--- src/hdl/wfcs_pkg.sv ---
// Shared types, constants and helper functions of the wall-follow cell stepper.
package wfcs_pkg;

	localparam int SPEED_W = 15;
	localparam int WIDE_W  = 25;

	localparam logic signed [WIDE_W-1:0] SPEED_LIMIT = 25'sd10240;

	localparam logic signed [31:0] CELL_COUNTS  = 32'sd15;
	localparam logic signed [31:0] PIVOT_COUNTS = 32'sd7;
	localparam logic signed [31:0] UTURN_COUNTS = 32'sd14;

	// floor(x / 5) == (x * FIFTH_RECIP) >> FIFTH_SHIFT for every 16-bit x
	localparam logic [15:0] FIFTH_RECIP = 16'd52429;
	localparam int          FIFTH_SHIFT = 18;

	localparam logic [1:0] MAN_FORWARD = 2'd0;
	localparam logic [1:0] MAN_LEFT    = 2'd1;
	localparam logic [1:0] MAN_RIGHT   = 2'd2;
	localparam logic [1:0] MAN_UTURN   = 2'd3;

	localparam logic [1:0] DRV_TRIM    = 2'd0;
	localparam logic [1:0] DRV_FIFTH   = 2'd1;
	localparam logic [1:0] DRV_PIVOT_L = 2'd2;
	localparam logic [1:0] DRV_PIVOT_R = 2'd3;

	localparam logic [2:0] REG_FRONT_THR = 3'd0;
	localparam logic [2:0] REG_LEFT_THR  = 3'd1;
	localparam logic [2:0] REG_RIGHT_THR = 3'd2;
	localparam logic [2:0] REG_LEFT_SET  = 3'd3;
	localparam logic [2:0] REG_RIGHT_SET = 3'd4;
	localparam logic [2:0] REG_LEFT_BASE = 3'd5;
	localparam logic [2:0] REG_RIGHT_BASE = 3'd6;
	localparam logic [2:0] REG_GAIN      = 3'd7;

	typedef struct packed {
		logic [11:0] front_threshold;
		logic [11:0] left_threshold;
		logic [11:0] right_threshold;
		logic [11:0] left_setpoint;
		logic [11:0] right_setpoint;
		logic [13:0] left_base_speed;
		logic [13:0] right_base_speed;
		logic [15:0] steer_gain;
	} cfg_t;

	function automatic logic [1:0] maneuver_of(input logic [2:0] pattern);
		logic [1:0] m;
		case (pattern)
			3'd1, 3'd4, 3'd5: m = MAN_LEFT;
			3'd3:             m = MAN_RIGHT;
			3'd7:             m = MAN_UTURN;
			default:          m = MAN_FORWARD;
		endcase
		return m;
	endfunction

	function automatic logic signed [SPEED_W-1:0] clamp_speed(
		input logic signed [WIDE_W-1:0] v);
		logic signed [SPEED_W-1:0] r;
		if (v > SPEED_LIMIT) begin
			r = SPEED_LIMIT[SPEED_W-1:0];
		end else if (v < -SPEED_LIMIT) begin
			r = -(SPEED_LIMIT[SPEED_W-1:0]);
		end else begin
			r = v[SPEED_W-1:0];
		end
		return r;
	endfunction

endpackage

--- src/hdl/wfcs_tick_if.sv ---
// Handshake channel carrying one control tick of sensor readings.
interface wfcs_tick_if;
	logic               valid;
	logic               ready;
	logic        [11:0] left_distance;
	logic        [11:0] front_distance;
	logic        [11:0] right_distance;
	logic signed [31:0] wheel_position;

	modport source (output valid, left_distance, front_distance, right_distance,
		wheel_position, input ready);
	modport sink (input valid, left_distance, front_distance, right_distance,
		wheel_position, output ready);
endinterface

--- src/hdl/wfcs_cmd_if.sv ---
// Handshake channel carrying one wheel command result.
interface wfcs_cmd_if;
	logic               valid;
	logic               ready;
	logic signed [14:0] left_speed;
	logic signed [14:0] right_speed;
	logic               led_on;
	logic        [1:0]  maneuver;

	modport source (output valid, left_speed, right_speed, led_on, maneuver,
		input ready);
	modport sink (input valid, left_speed, right_speed, led_on, maneuver,
		output ready);
endinterface

--- src/hdl/wall_follow_cell_stepper_core.sv ---
// Wall-follow cell stepper: tick input register, maneuver control, command output register.
// A tick transfer yields its command through the input register and then the result register.
// Throughput: one tick per cycle unless output stalls; the control state settles in the single
// stage after the input register, so the next tick sees it on the following cycle.
// Output stalls back up into the input register only when both stages are full.
// Reset (arst_n low, asynchronous): state, held commands and LED cleared; registers to defaults.
module wall_follow_cell_stepper_core (
	input  logic        clk,
	input  logic        arst_n,
	wfcs_tick_if.sink   tick,
	wfcs_cmd_if.source  cmd,
	input  logic        psel,
	input  logic        penable,
	input  logic        pwrite,
	input  logic [4:0]  paddr,
	input  logic [31:0] pwdata,
	output logic [31:0] prdata,
	output logic        pready
);
	wfcs_pkg::cfg_t     cfg_q;
	logic [2:0]         reg_sel;
	logic               cfg_wr;

	logic               valid_s1;
	logic [11:0]        left_s1;
	logic [11:0]        front_s1;
	logic [11:0]        right_s1;
	logic signed [31:0] pos_s1;
	logic               advance;

	logic               moving_q;
	logic               fphase_q;
	logic signed [31:0] fp_q;
	logic signed [31:0] ft_q;
	logic signed [31:0] tp_q;
	logic signed [31:0] tt_q;
	logic [2:0]         pattern_q;
	logic signed [14:0] held_left_q;
	logic signed [14:0] held_right_q;
	logic               led_q;
	logic               out_valid_q;

	logic [2:0]         pattern_now;
	logic [2:0]         pattern;
	logic [1:0]         man;
	logic               is_fwd;
	logic               rightward;
	logic signed [31:0] fp_cmp;
	logic signed [31:0] ft_cmp;
	logic signed [31:0] tp_eff;
	logic signed [31:0] tt_eff;
	logic signed [31:0] turn_off;
	logic               fwd_go;
	logic               turning;
	logic               run_fwd;
	logic               drive_en;
	logic [1:0]         mode;
	logic signed [14:0] calc_left;
	logic signed [14:0] calc_right;
	logic signed [14:0] left_next;
	logic signed [14:0] right_next;
	logic               led_next;
	logic               moving_next;
	logic               fphase_next;
	logic signed [31:0] fp_next;
	logic signed [31:0] ft_next;
	logic signed [31:0] tp_next;
	logic signed [31:0] tt_next;

	// configuration port
	assign pready  = 1'b1;
	assign reg_sel = paddr[4:2];
	assign cfg_wr  = psel && penable && pwrite;

	always_comb begin
		case (reg_sel)
			wfcs_pkg::REG_FRONT_THR:  prdata = {20'b0, cfg_q.front_threshold};
			wfcs_pkg::REG_LEFT_THR:   prdata = {20'b0, cfg_q.left_threshold};
			wfcs_pkg::REG_RIGHT_THR:  prdata = {20'b0, cfg_q.right_threshold};
			wfcs_pkg::REG_LEFT_SET:   prdata = {20'b0, cfg_q.left_setpoint};
			wfcs_pkg::REG_RIGHT_SET:  prdata = {20'b0, cfg_q.right_setpoint};
			wfcs_pkg::REG_LEFT_BASE:  prdata = {18'b0, cfg_q.left_base_speed};
			wfcs_pkg::REG_RIGHT_BASE: prdata = {18'b0, cfg_q.right_base_speed};
			wfcs_pkg::REG_GAIN:       prdata = {16'b0, cfg_q.steer_gain};
			default:                  prdata = 32'b0;
		endcase
	end

	always_ff @(posedge clk or negedge arst_n) begin
		if (!arst_n) begin
			cfg_q.front_threshold  <= 12'd737;
			cfg_q.left_threshold   <= 12'd737;
			cfg_q.right_threshold  <= 12'd737;
			cfg_q.left_setpoint    <= 12'd475;
			cfg_q.right_setpoint   <= 12'd475;
			cfg_q.left_base_speed  <= 14'd4096;
			cfg_q.right_base_speed <= 14'd4096;
			cfg_q.steer_gain       <= 16'd655;
		end else if (cfg_wr) begin
			case (reg_sel)
				wfcs_pkg::REG_FRONT_THR:  cfg_q.front_threshold  <= pwdata[11:0];
				wfcs_pkg::REG_LEFT_THR:   cfg_q.left_threshold   <= pwdata[11:0];
				wfcs_pkg::REG_RIGHT_THR:  cfg_q.right_threshold  <= pwdata[11:0];
				wfcs_pkg::REG_LEFT_SET:   cfg_q.left_setpoint    <= pwdata[11:0];
				wfcs_pkg::REG_RIGHT_SET:  cfg_q.right_setpoint   <= pwdata[11:0];
				wfcs_pkg::REG_LEFT_BASE:  cfg_q.left_base_speed  <= pwdata[13:0];
				wfcs_pkg::REG_RIGHT_BASE: cfg_q.right_base_speed <= pwdata[13:0];
				wfcs_pkg::REG_GAIN:       cfg_q.steer_gain       <= pwdata[15:0];
				default: ;
			endcase
		end
	end

	// handshake
	assign advance    = valid_s1 && (!out_valid_q || cmd.ready);
	assign tick.ready = !valid_s1 || advance;
	assign cmd.valid  = out_valid_q;

	always_ff @(posedge clk) begin
		if (tick.valid && tick.ready) begin
			left_s1  <= tick.left_distance;
			front_s1 <= tick.front_distance;
			right_s1 <= tick.right_distance;
			pos_s1   <= tick.wheel_position;
		end
	end

	// maneuver control
	assign pattern_now = {right_s1 < cfg_q.right_threshold, left_s1 < cfg_q.left_threshold,
		front_s1 < cfg_q.front_threshold};
	assign pattern   = moving_q ? pattern_q : pattern_now;
	assign man       = wfcs_pkg::maneuver_of(pattern);
	assign is_fwd    = man == wfcs_pkg::MAN_FORWARD;
	assign rightward = man == wfcs_pkg::MAN_RIGHT;

	assign fp_cmp = (is_fwd && !moving_q) ? pos_s1 : fp_q;
	assign ft_cmp = (is_fwd && !moving_q) ? pos_s1 + wfcs_pkg::CELL_COUNTS : ft_q;
	assign fwd_go = fp_cmp <= ft_cmp;

	assign turn_off = (man == wfcs_pkg::MAN_UTURN) ? -wfcs_pkg::UTURN_COUNTS :
		(rightward ? wfcs_pkg::PIVOT_COUNTS : -wfcs_pkg::PIVOT_COUNTS);
	assign tp_eff  = moving_q ? tp_q : pos_s1;
	assign tt_eff  = moving_q ? tt_q : pos_s1 + turn_off;
	assign turning = !is_fwd && (rightward ? (tp_eff <= tt_eff) : (tp_eff >= tt_eff));

	assign run_fwd  = is_fwd || (!turning && fphase_q);
	assign drive_en = turning || run_fwd;
	assign mode     = turning ? (rightward ? wfcs_pkg::DRV_PIVOT_R : wfcs_pkg::DRV_PIVOT_L) :
		(fwd_go ? wfcs_pkg::DRV_TRIM : wfcs_pkg::DRV_FIFTH);

	wfcs_speed_calc u_speed (
		.cfg           (cfg_q),
		.left_distance (left_s1),
		.right_distance(right_s1),
		.mode          (mode),
		.left_speed    (calc_left),
		.right_speed   (calc_right)
	);

	always_comb begin
		moving_next = moving_q;
		fphase_next = fphase_q;
		fp_next     = fp_q;
		ft_next     = ft_q;
		tp_next     = tp_q;
		tt_next     = tt_q;
		led_next    = led_q;
		if (!is_fwd) begin
			moving_next = 1'b1;
			tp_next     = turning ? pos_s1 : tp_eff;
			tt_next     = tt_eff;
			if (!turning && !fphase_q) begin
				fp_next     = pos_s1;
				ft_next     = pos_s1 + wfcs_pkg::CELL_COUNTS;
				fphase_next = 1'b1;
			end
		end
		if (run_fwd) begin
			led_next    = !fwd_go;
			moving_next = fwd_go;
			fp_next     = fwd_go ? pos_s1 : fp_cmp;
			ft_next     = ft_cmp;
			if (!fwd_go) begin
				fphase_next = 1'b0;
			end
		end
	end

	assign left_next  = drive_en ? calc_left : held_left_q;
	assign right_next = drive_en ? calc_right : held_right_q;

	always_ff @(posedge clk or negedge arst_n) begin
		if (!arst_n) begin
			valid_s1     <= 1'b0;
			out_valid_q  <= 1'b0;
			moving_q     <= 1'b0;
			fphase_q     <= 1'b0;
			fp_q         <= '0;
			ft_q         <= '0;
			tp_q         <= '0;
			tt_q         <= '0;
			pattern_q    <= '0;
			held_left_q  <= '0;
			held_right_q <= '0;
			led_q        <= 1'b0;
		end else begin
			if (tick.ready) begin
				valid_s1 <= tick.valid;
			end
			if (advance) begin
				out_valid_q <= 1'b1;
			end else if (cmd.ready) begin
				out_valid_q <= 1'b0;
			end
			if (advance) begin
				moving_q     <= moving_next;
				fphase_q     <= fphase_next;
				fp_q         <= fp_next;
				ft_q         <= ft_next;
				tp_q         <= tp_next;
				tt_q         <= tt_next;
				pattern_q    <= pattern;
				held_left_q  <= left_next;
				held_right_q <= right_next;
				led_q        <= led_next;
			end
		end
	end

	always_ff @(posedge clk) begin
		if (advance) begin
			cmd.left_speed  <= left_next;
			cmd.right_speed <= right_next;
			cmd.led_on      <= led_next;
			cmd.maneuver    <= man;
		end
	end

endmodule

--- src/hdl/wfcs_speed_calc.sv ---
// Wheel speed computation: wall trim, fifth cruise, pivot half speeds, clamp.
module wfcs_speed_calc (
	input  wfcs_pkg::cfg_t     cfg,
	input  logic [11:0]        left_distance,
	input  logic [11:0]        right_distance,
	input  logic [1:0]         mode,
	output logic signed [14:0] left_speed,
	output logic signed [14:0] right_speed
);
	logic               use_left;
	logic               use_right;
	logic [11:0]        reading;
	logic [11:0]        setpoint;
	logic signed [12:0] err;
	logic signed [16:0] gain_s;
	logic signed [29:0] prod;
	logic signed [29:0] prod_neg;
	logic [28:0]        mag;
	logic [29:0]        mag_rnd;
	logic signed [24:0] d;
	logic signed [24:0] dl;
	logic signed [24:0] lb;
	logic signed [24:0] rb;
	logic [14:0]        lf_sum;
	logic [14:0]        rf_sum;
	logic [30:0]        lf_prod;
	logic [30:0]        rf_prod;
	logic [14:0]        lh_sum;
	logic [14:0]        rh_sum;
	logic signed [24:0] lfifth;
	logic signed [24:0] rfifth;
	logic signed [24:0] lhalf;
	logic signed [24:0] rhalf;
	logic signed [24:0] left_raw;
	logic signed [24:0] right_raw;

	assign use_left  = left_distance < cfg.left_threshold;
	assign use_right = !use_left && (right_distance < cfg.right_threshold);
	assign reading   = use_left ? left_distance : right_distance;
	assign setpoint  = use_left ? cfg.left_setpoint : cfg.right_setpoint;

	assign err      = $signed({1'b0, reading}) - $signed({1'b0, setpoint});
	assign gain_s   = $signed({1'b0, cfg.steer_gain});
	assign prod     = err * gain_s;
	assign prod_neg = -prod;
	assign mag      = prod[29] ? prod_neg[28:0] : prod[28:0];
	assign mag_rnd  = {1'b0, mag} + 30'd32;
	assign d        = prod[29] ? -$signed({1'b0, mag_rnd[29:6]}) : $signed({1'b0, mag_rnd[29:6]});
	assign dl       = use_left ? -d : (use_right ? d : 25'sd0);

	assign lb = $signed({11'b0, cfg.left_base_speed});
	assign rb = $signed({11'b0, cfg.right_base_speed});

	assign lf_sum  = {1'b0, cfg.left_base_speed} + 15'd2;
	assign rf_sum  = {1'b0, cfg.right_base_speed} + 15'd2;
	assign lf_prod = {16'b0, lf_sum} * {15'b0, wfcs_pkg::FIFTH_RECIP};
	assign rf_prod = {16'b0, rf_sum} * {15'b0, wfcs_pkg::FIFTH_RECIP};
	assign lfifth  = $signed({12'b0, lf_prod[30:wfcs_pkg::FIFTH_SHIFT]});
	assign rfifth  = $signed({12'b0, rf_prod[30:wfcs_pkg::FIFTH_SHIFT]});

	assign lh_sum = {1'b0, cfg.left_base_speed} + 15'd1;
	assign rh_sum = {1'b0, cfg.right_base_speed} + 15'd1;
	assign lhalf  = $signed({11'b0, lh_sum[14:1]});
	assign rhalf  = $signed({11'b0, rh_sum[14:1]});

	always_comb begin
		case (mode)
			wfcs_pkg::DRV_TRIM: begin
				left_raw  = lb + dl;
				right_raw = rb - dl;
			end
			wfcs_pkg::DRV_FIFTH: begin
				left_raw  = lfifth;
				right_raw = rfifth;
			end
			wfcs_pkg::DRV_PIVOT_L: begin
				left_raw  = -lhalf;
				right_raw = rhalf;
			end
			default: begin
				left_raw  = lhalf;
				right_raw = -rhalf;
			end
		endcase
	end

	assign left_speed  = wfcs_pkg::clamp_speed(left_raw);
	assign right_speed = wfcs_pkg::clamp_speed(right_raw);

endmodule

--- src/flat_wrapper.sv ---
// flat-port wrapper written by rule: the top's interface ports become plain ports
module wall_follow_cell_stepper_core_flat 
  (clk, arst_n, psel, penable, pwrite, paddr, pwdata, prdata, pready, tick_valid, tick_left_distance, tick_front_distance, tick_right_distance, tick_wheel_position, tick_ready, cmd_valid, cmd_left_speed, cmd_right_speed, cmd_led_on, cmd_maneuver, cmd_ready);
  wfcs_tick_if tick_i ();
  wfcs_cmd_if cmd_i ();
  input  logic clk;
  input  logic arst_n;
  input  logic psel;
  input  logic penable;
  input  logic pwrite;
  input  logic [4:0] paddr;
  input  logic [31:0] pwdata;
  output logic [31:0] prdata;
  output logic pready;
  input wire logic [$bits(tick_i.valid)-1:0] tick_valid;
  input wire logic [$bits(tick_i.left_distance)-1:0] tick_left_distance;
  input wire logic [$bits(tick_i.front_distance)-1:0] tick_front_distance;
  input wire logic [$bits(tick_i.right_distance)-1:0] tick_right_distance;
  input wire logic [$bits(tick_i.wheel_position)-1:0] tick_wheel_position;
  output wire logic [$bits(tick_i.ready)-1:0] tick_ready;
  output wire logic [$bits(cmd_i.valid)-1:0] cmd_valid;
  output wire logic [$bits(cmd_i.left_speed)-1:0] cmd_left_speed;
  output wire logic [$bits(cmd_i.right_speed)-1:0] cmd_right_speed;
  output wire logic [$bits(cmd_i.led_on)-1:0] cmd_led_on;
  output wire logic [$bits(cmd_i.maneuver)-1:0] cmd_maneuver;
  input wire logic [$bits(cmd_i.ready)-1:0] cmd_ready;
  assign tick_i.valid = tick_valid;
  assign tick_i.left_distance = tick_left_distance;
  assign tick_i.front_distance = tick_front_distance;
  assign tick_i.right_distance = tick_right_distance;
  assign tick_i.wheel_position = tick_wheel_position;
  assign tick_ready = tick_i.ready;
  assign cmd_valid = cmd_i.valid;
  assign cmd_left_speed = cmd_i.left_speed;
  assign cmd_right_speed = cmd_i.right_speed;
  assign cmd_led_on = cmd_i.led_on;
  assign cmd_maneuver = cmd_i.maneuver;
  assign cmd_i.ready = cmd_ready;
  wall_follow_cell_stepper_core u_core (.clk(clk), .arst_n(arst_n), .tick(tick_i), .cmd(cmd_i), .psel(psel), .penable(penable), .pwrite(pwrite), .paddr(paddr), .pwdata(pwdata), .prdata(prdata), .pready(pready));
endmodule
--- config.mk ---
export PLATFORM = sky130hd
export DESIGN_NAME = wall_follow_cell_stepper_core_flat
export DESIGN_NICKNAME = d
export VERILOG_FILES = /design/src/hdl/wfcs_pkg.sv /design/src/hdl/wfcs_tick_if.sv /design/src/hdl/wfcs_cmd_if.sv /design/src/hdl/wall_follow_cell_stepper_core.sv /design/src/hdl/wfcs_speed_calc.sv /design/src/flat_wrapper.sv
export SDC_FILE = /design/constraint.sdc
export NUM_CORES = 2
export LEC_CHECK = 0
export BUFFER_PORTS_ARGS = -buffer_cell sky130_fd_sc_hd__buf_2
export CAP_MARGIN = 10
export CORE_AREA = 2 2 284 286
export DETAILED_ROUTE_END_ITERATION = 10
export DIE_AREA = 0 0 286 288
export PLACE_DENSITY_LB_ADDON = 0.12
export SKIP_LAST_GASP = 1
export SYNTH_ARGS = -nofsm -noshare
export SYNTH_HDL_FRONTEND = slang
export SYNTH_SLANG_ARGS = --single-unit
--- constraint.sdc ---
create_clock -name clk -period 26.3 [get_ports clk]
set_clock_uncertainty 0.1 [all_clocks]
set_input_delay 1.315 -clock clk [delete_from_list [all_inputs] [get_ports clk]]
set_output_delay 1.315 -clock clk [all_outputs]
set_load 0.02 [all_outputs]
# Word level (Yosys, flattened, before mapping)
# Index checks and enable logic that the tools add are counted.
[word_totals]
elab_cells = 156
register_bits = 371
output_inout_bits = 68
in_bits = 112
[op_classes]
eq_ne = 17
n_mux = 44
bitwise_logic = 1
n_reduce_logical = 38
n_addsub = 15
n_lt_le_gt_ge = 10
n_mul = 3
[ops]
columns = ["cell", "count"]
rows = [
  ["2-to-1 mux 32 bit", 14],
  ["case mux 32 bit (8 select lines)", 1],
  ["case mux 25 bit (3 select lines)", 2],
  ["2-to-1 mux 15 bit", 6],
  ["2-to-1 mux 25 bit", 3],
  ["less-or-equal comparator 32 bit", 2],
  ["multiplier 15 x 16 -> 31 bit (second input constant)", 2],
  ["greater-than comparator 25 x 15 -> 1 bit (second input constant)", 2],
  ["less-than comparator 25 x 15 -> 1 bit (second input constant)", 2],
  ["negator 14 -> 25 bit", 2],
  ["less-than comparator 12 bit", 3],
  ["adder 32 bit", 1],
  ["adder 32 x 5 -> 32 bit (second input constant)", 1],
  ["greater-or-equal comparator 32 bit", 1],
  ["adder 14 x 1 -> 15 bit (second input constant)", 2],
  ["adder 14 x 2 -> 15 bit (second input constant)", 2],
  ["adder 29 x 6 -> 30 bit (second input constant)", 1],
  ["multiplier 13 x 17 -> 30 bit", 1],
  ["2-to-1 mux 29 bit", 1],
  ["negator 29 bit", 1],
  ["adder 15 x 25 -> 25 bit", 1],
  ["negator 24 -> 25 bit", 1],
  ["negator 25 bit", 1],
  ["subtractor 15 x 25 -> 25 bit", 1],
  ["22 further kinds", 74],
]

# Longest topological paths before layout
[depth]
word_depth = 20
ltp_mapped = 92

# Hierarchy
# From an unflattened synthesis, not the netlist that was laid out.
[unflattened]
hier_cells = 4852
hier_area_um2 = 44307.5
[by_module_without_submodules]
columns = ["mod", "cells_each", "n_inst", "seq_area_each_um2", "area_per_inst_um2"]
rows = [
  ["wfcs_speed_calc", 2982, 1, 0.0, 23677.7],
  ["wall_follow_cell_stepper_core", 1870, 1, 9835.7, 20629.8],
]

# Worst setup path before layout
# OpenSTA, ideal clock, no wires.
[synth_path]
kind = "reg2reg"
startpoint = "reg u_core.left_s1[4]"
endpoint = "reg u_core.cmd.right_speed[10] (data pin)"
t_arrival_ns = 18.488
path_stages_with_launch = 87
synth_period_minus_slack_ns = 18.849
required_time_ns = 25.939
n_path_buf = 14
setup_slack_ns = 7.451
cell_sequence = "edfxtp_1 > ha_1 > a21o_1 > a211o_1 > a41oi_1 > o21ai_0 > a21o_1 > a21oi_1 > clkbuf_1 > buf_1 > clkbuf_1 > nand2_1 > nand2_1 > ha_1 > inv_1 > fa_1 > a21o_1 > a21oi_1 > [51 not listed] > o21ai_0 > a21boi_0 > o21ai_0 > a21boi_0 > o21ai_0 > a21boi_0 > o21ai_0 > a21boi_0 > o211ai_1 > a21o_1 > or3_1 > or4_1 > and3_4 > and4_4 > buf_6 > and2_1 > buf_6 > a221o_1"
[synth_between]
elab_chain_len = 20
[synth_lines]
columns = ["item", "line_no", "rtl"]
rows = [
  ["start: declaration", "wall_follow_cell_stepper_core.sv:25", "logic [11:0] left_s1;"],
  ["start signal: assignment", "wall_follow_cell_stepper_core.sv:121", "left_s1 <= tick.left_distance;"],
  ["parallel branches: the longest is 19 deep, another holds multiplier 13 x 17 -> 30 bit", "--", ""],
  ["2-to-1 mux 15 bit *", "wall_follow_cell_stepper_core.sv:190", "assign right_next = drive_en ? calc_right : held_right_q;"],
  ["net u_core.right_next[10]", "wall_follow_cell_stepper_core.sv:61", "logic signed [14:0] right_next;"],
  ["end signal: assignment", "wall_follow_cell_stepper_core.sv:233", "cmd.right_speed <= right_next;"],
  ["end: declaration", "wfcs_cmd_if.sv:10", "modport source (output valid, left_speed, right_speed, led_on, maneuver,"],
]
# Mark *: on every way through the listed nets, which the timed path passes.
# A chain may end at the register's enable or synchronous reset.

# Final worst setup path
[layout_path]
startpoint = "reg u_core.left_s1[4]"
endpoint = "reg u_core.cmd.right_speed[13] (data pin)"
# Same word-level chain as after synthesis.

==> results.md <==
Worst setup path:
- In this run the critical register-to-register path is captured at u_core.cmd.right_speed[13]$_DFFE_PP_.
- The delay of the slowest cell on the worst path is 0.82 ns.
- The setup path with the least slack is of type reg2reg.
- The critical path crosses 74 cells after its start point.
- The logic depth of the worst register-to-register path is 74.
- The worst register-to-register path has a setup slack of 5.32 ns.
- The largest fanout of any net on the critical path is 53.
- The number of buffers and inverters on the critical path is 7.
- The worst endpoint required time is 26.57 ns.
- In this run the worst setup path terminates at u_core.cmd.right_speed[13]$_DFFE_PP_.
- The critical path launch point is u_core.left_s1[4]$_DFFE_PP_.
- The startpoint identified for the worst register-to-register timing path is u_core.left_s1[4]$_DFFE_PP_.
- The slowest cell on the critical path is sky130_fd_sc_hd__a211oi_4.
- Data arrives at the worst endpoint at 21.24 ns.
- The worst setup path is launched from a flop.
- The kind of cell adding the most delay to the critical path is compound AO/OA/AOI/OAI gates.
- The worst setup path is captured at a flop.

Synthesis:
- The synthesized-area fraction occupied by ao, oa, aoi and oai cells came to 0.155.
- The sequential cell area fraction in the yosys report is 0.228.
- The count of distinct cell types in the synthesized netlist is 125.
- The largest family of logic cells by synthesized area is adder cells.
- The post-synth design cell area is 0.0432 mm2.
- The mean area per synthesized cell is 9.05 um2.
- The number of warnings issued by yosys is 0.
- Of the total synthesized cell area, the portion taken by AND, OR, NAND and NOR gates is 0.160.
- Counting flops with a built-in enable in the synthesized netlist gives 101.
- The adder and majority gate portion of the synthesized area is 0.274.
- The multiplexer area fraction after synthesis is 0.0592.
- The cell count after synthesis is 4771.
- Synthesis inferred 371 register bits.
- After synthesis, the share of flip-flops with an asynchronous set or reset is 0.728.
- Among all flip-flop cells after synthesis, the most frequent one is sky130_fd_sc_hd__dfrtp_1.
- The xor and xnor fraction of the mapped netlist area is 0.0585.

Timing:
- The routed design could run at a clock period as short as 20.98 ns.
- The final sum of negative setup slack is 0 ns.
- Setup repair after global routing left no endpoint under its margin.
- Headroom to the max-slew limit came out at 0.207.
- The pin slew with the least headroom to its limit is 1.18 ns.
- The final worst-path setup slack is 5.32 ns.
- The top achievable clock speed is 47.7 MHz.
- The count of final max-slew check failures is 0.
- Setup violations remaining at the end of the flow were counted as 0.
- The hold violation count in the final report is 0.
- The share of the clock period used by the worst path after layout is 0.798.

CTS:
- Hold repair after CTS inserted 0 buffers.
- The number of gates resized after cts is 0.
- The clock tree from TritonCTS is built.
- The count of buffers added by post-CTS timing repair for setup is 0.
- The root buffer cell chosen for the clock tree is sky130_fd_sc_hd__clkbuf_16.
- The register clock-pin slew on the reported worst setup and hold paths is 0.06 ns.
- The number of clock sinks is 371.
- The worst-case clock buffer depth is 3.
- The worst-skew pair later-pin latency is 0.58 ns.
- In this run, CTS created clock tree buffers numbering 41.
- The H-tree generated during clock tree synthesis spans 2 levels.

Die:
- 180 I/O pins were placed.
- The initialized floorplan defines 104 standard-cell rows.
- The width of the chip is 286 um.
- The standard cell core area is 0.0796 mm2.
- The die boundary height is 288 um.
- The floorplan step defined a die boundary enclosing 0.0824 mm2.
- For this configuration, the core starts out at a cell density of 0.542.

Drt:
- In the routed layout, each cell is associated on average with a via count of 5.95.
- For this block, the initial DRC count from the detailed router was 2549.
- The routed length per placed instance is 20.1 um.
- The first TritonRoute pass finished after 6 iterations.
- For this block, the routed nets add up to 119000 um of wire.
- The count of nets left with antenna violations once routing finished came out at 0.
- Across all layers, the routed design uses 35000 vias.
- The remaining routing DRC violations is 0.

Final layout:
- At the end of the flow the core is filled with cells to 0.579.
- In the final layout, flip-flops and latches occupy 0.00984 mm2.
- The most common library cell in the layout ignoring fill and taps is sky130_fd_sc_hd__nand2_1.
- The top cell types in the final layout, fill and taps aside, are sky130_fd_sc_hd__nand2_1, sky130_fd_sc_hd__ha_1, sky130_fd_sc_hd__inv_1.
- The net count reported at finish is 5691.
- Summing all multi-input logic gate instances after layout gives 0.0307 mm2.
- The fill cell instance count of the final layout is 7190.
- Of the cells placed in the final design, the portion with a size suffix greater than 1 is 0.122.
- The area growth from synthesis to layout is 6.79%.

Outcome:
- The flow ran to the end, and the final reports show no timing, DRC or antenna violations.

Global route:
- After global routing the overflow that remains totals 0.
- The via count of the first global-routing pass is 34400.
- The number of antenna violations at the first check in global routing came to 3.
- The largest net degree at the start of global routing is 111.
- The global-route wire length before repair is 190000 um.
- In the global route stage, overall resource usage came out at 0.290.

Placed design:
- The count of buffers added on input and output ports is 144.
- After legalization and detailed placement, the total HPWL measured 92200 um.
- At the placement stage, the worst setup path has a slack of 5.61 ns.
- Routability-driven placement finished with a final weighted congestion of 0.973.

Worst hold path:
- The worst hold path belongs to the class reg2reg.

Job:
- The number of max-capacitance violations reported is 0.
layer usage:
layer	vias to the layer above	track usage	share of wire
li1	16700	-	-
met1	17200	0.416	0.47
met2	965	0.456	0.44
met3	176	0.0372	0.058
met4	2	0.0898	0.032
met5	-	0	0.00011
state kept, by name, indices dropped and copies added, names as in the netlist, 2 cells and up:
name and cells:
u_core.left_s1 12, u_core.pattern_q 3, u_core.ft_q 32, u_core.held_right_q 15, u_core.pos_s1 32, u_core.right_s1 12, u_core.cmd.left_speed 15, u_core.tt_q 32
u_core.fp_q 32, u_core.front_s1 12, u_core.tp_q 32, u_core.cfg_q 104, u_core.cmd.right_speed 15, u_core.held_left_q 15, u_core.cmd.maneuver 2
synth_stat cells (16+ instances only):
cell type	n	area share
sky130_fd_sc_hd__nand2_1	539	0.047
sky130_fd_sc_hd__ha_1	505	0.15
sky130_fd_sc_hd__inv_1	482	0.042
sky130_fd_sc_hd__fa_1	276	0.13
sky130_fd_sc_hd__nor2_1	265	0.023
sky130_fd_sc_hd__dfrtp_1	233	0.14
sky130_fd_sc_hd__a21oi_1	224	0.026
sky130_fd_sc_hd__o21ai_0	212	0.025
sky130_fd_sc_hd__mux2_2	171	0.045
sky130_fd_sc_hd__xnor2_1	165	0.033
sky130_fd_sc_hd__clkbuf_1	152	0.013
sky130_fd_sc_hd__nand3_1	108	0.013
sky130_fd_sc_hd__edfxtp_1	101	0.070
sky130_fd_sc_hd__xor2_1	99	0.020
sky130_fd_sc_hd__nor3_1	96	0.011
sky130_fd_sc_hd__a21o_1	76	0.013
sky130_fd_sc_hd__nand4_1	75	0.011
sky130_fd_sc_hd__and2_1	71	0.010
sky130_fd_sc_hd__mux2i_1	54	0.013
sky130_fd_sc_hd__nor2b_1	45	0.0065
sky130_fd_sc_hd__and3_1	42	0.0061
sky130_fd_sc_hd__nand2b_1	41	0.0059
sky130_fd_sc_hd__dfstp_2	37	0.023
sky130_fd_sc_hd__a31oi_1	36	0.0052
sky130_fd_sc_hd__o21a_1	34	0.0059
sky130_fd_sc_hd__o211ai_1	30	0.0052
sky130_fd_sc_hd__buf_4	27	0.0047
sky130_fd_sc_hd__o21bai_1	27	0.0047
sky130_fd_sc_hd__a22o_1	26	0.0053
sky130_fd_sc_hd__and4_1	26	0.0053
sky130_fd_sc_hd__a211oi_1	23	0.0040
sky130_fd_sc_hd__nor4_1	22	0.0032
sky130_fd_sc_hd__or3_1	22	0.0032
sky130_fd_sc_hd__or2_2	21	0.0030
sky130_fd_sc_hd__buf_1	20	0.0017
sky130_fd_sc_hd__buf_2	20	0.0023
sky130_fd_sc_hd__o22ai_1	20	0.0029
sky130_fd_sc_hd__o31ai_1	19	0.0033
sky130_fd_sc_hd__a221oi_1	18	0.0037
sky130_fd_sc_hd__a21boi_0	16	0.0028
logic make-up (layout without fill, tap and decap cells):
family | Yosys count | in the layout
and+or+nand+nor | 1429 | 1429
AOI/OAI and AO/OA | 973 | 973
adders and majority gates | 781 | 781
buffers and inverters | 710 | 755
DFF | 371 | 371
xor gates and xnor gates | 276 | 276
muxes | 229 | 229
other | 2 | 18
stage by stage:
stage,cell area (um2),std cells,hold slack (ns)
floorplan,43200,4786,0.342
global placement,44800,5815,0.358
detailed placement,44800,5815,0.367
CTS,46100,5891,0.380
global route,46100,5891,0.395
finish,46100,5892,0.381
worst min-delay path by stage:
stage | from | endpoint | slack (ns) | depth (start not counted)
finish | u_core.tt_q[8]$_DFFE_PN0P_ | u_core.tt_q[8]$_DFFE_PN0P_ | 0.38 | 2
global route | u_core.tt_q[8]$_DFFE_PN0P_ | u_core.tt_q[8]$_DFFE_PN0P_ | 0.40 | 2
CTS | u_core.tt_q[8]$_DFFE_PN0P_ | u_core.tt_q[8]$_DFFE_PN0P_ | 0.38 | 2
detailed placement | u_core.tt_q[8]$_DFFE_PN0P_ | u_core.tt_q[8]$_DFFE_PN0P_ | 0.37 | 2
global placement | u_core.tt_q[9]$_DFFE_PN0P_ | u_core.tt_q[9]$_DFFE_PN0P_ | 0.36 | 2
floorplan | u_core.tt_q[14]$_DFFE_PN0P_ | u_core.tt_q[14]$_DFFE_PN0P_ | 0.34 | 2
tightest hold or removal path: stages (launching register included):
cell and delay (ns):
sky130_fd_sc_hd__dfrtp_1 0.34, sky130_fd_sc_hd__nand2_1 0.04, sky130_fd_sc_hd__o21ai_0 0.06
final cells by class:
| cell class | instances | area share |
|---|---|---|
| multi-input combinational | 3705 | 0.666 |
| sequential | 371 | 0.213 |
| inverter | 484 | 0.0394 |
| tap | 1060 | 0.0288 |
| clock buffer | 58 | 0.0250 |
| timing repair buffer | 195 | 0.0241 |
| clock inverter | 18 | 0.00369 |
| antenna | 1 | 0.0000543 |
Power is not shown: default switching activity piles up to over one toggle a cycle in this logic, so the estimate is an artifact.
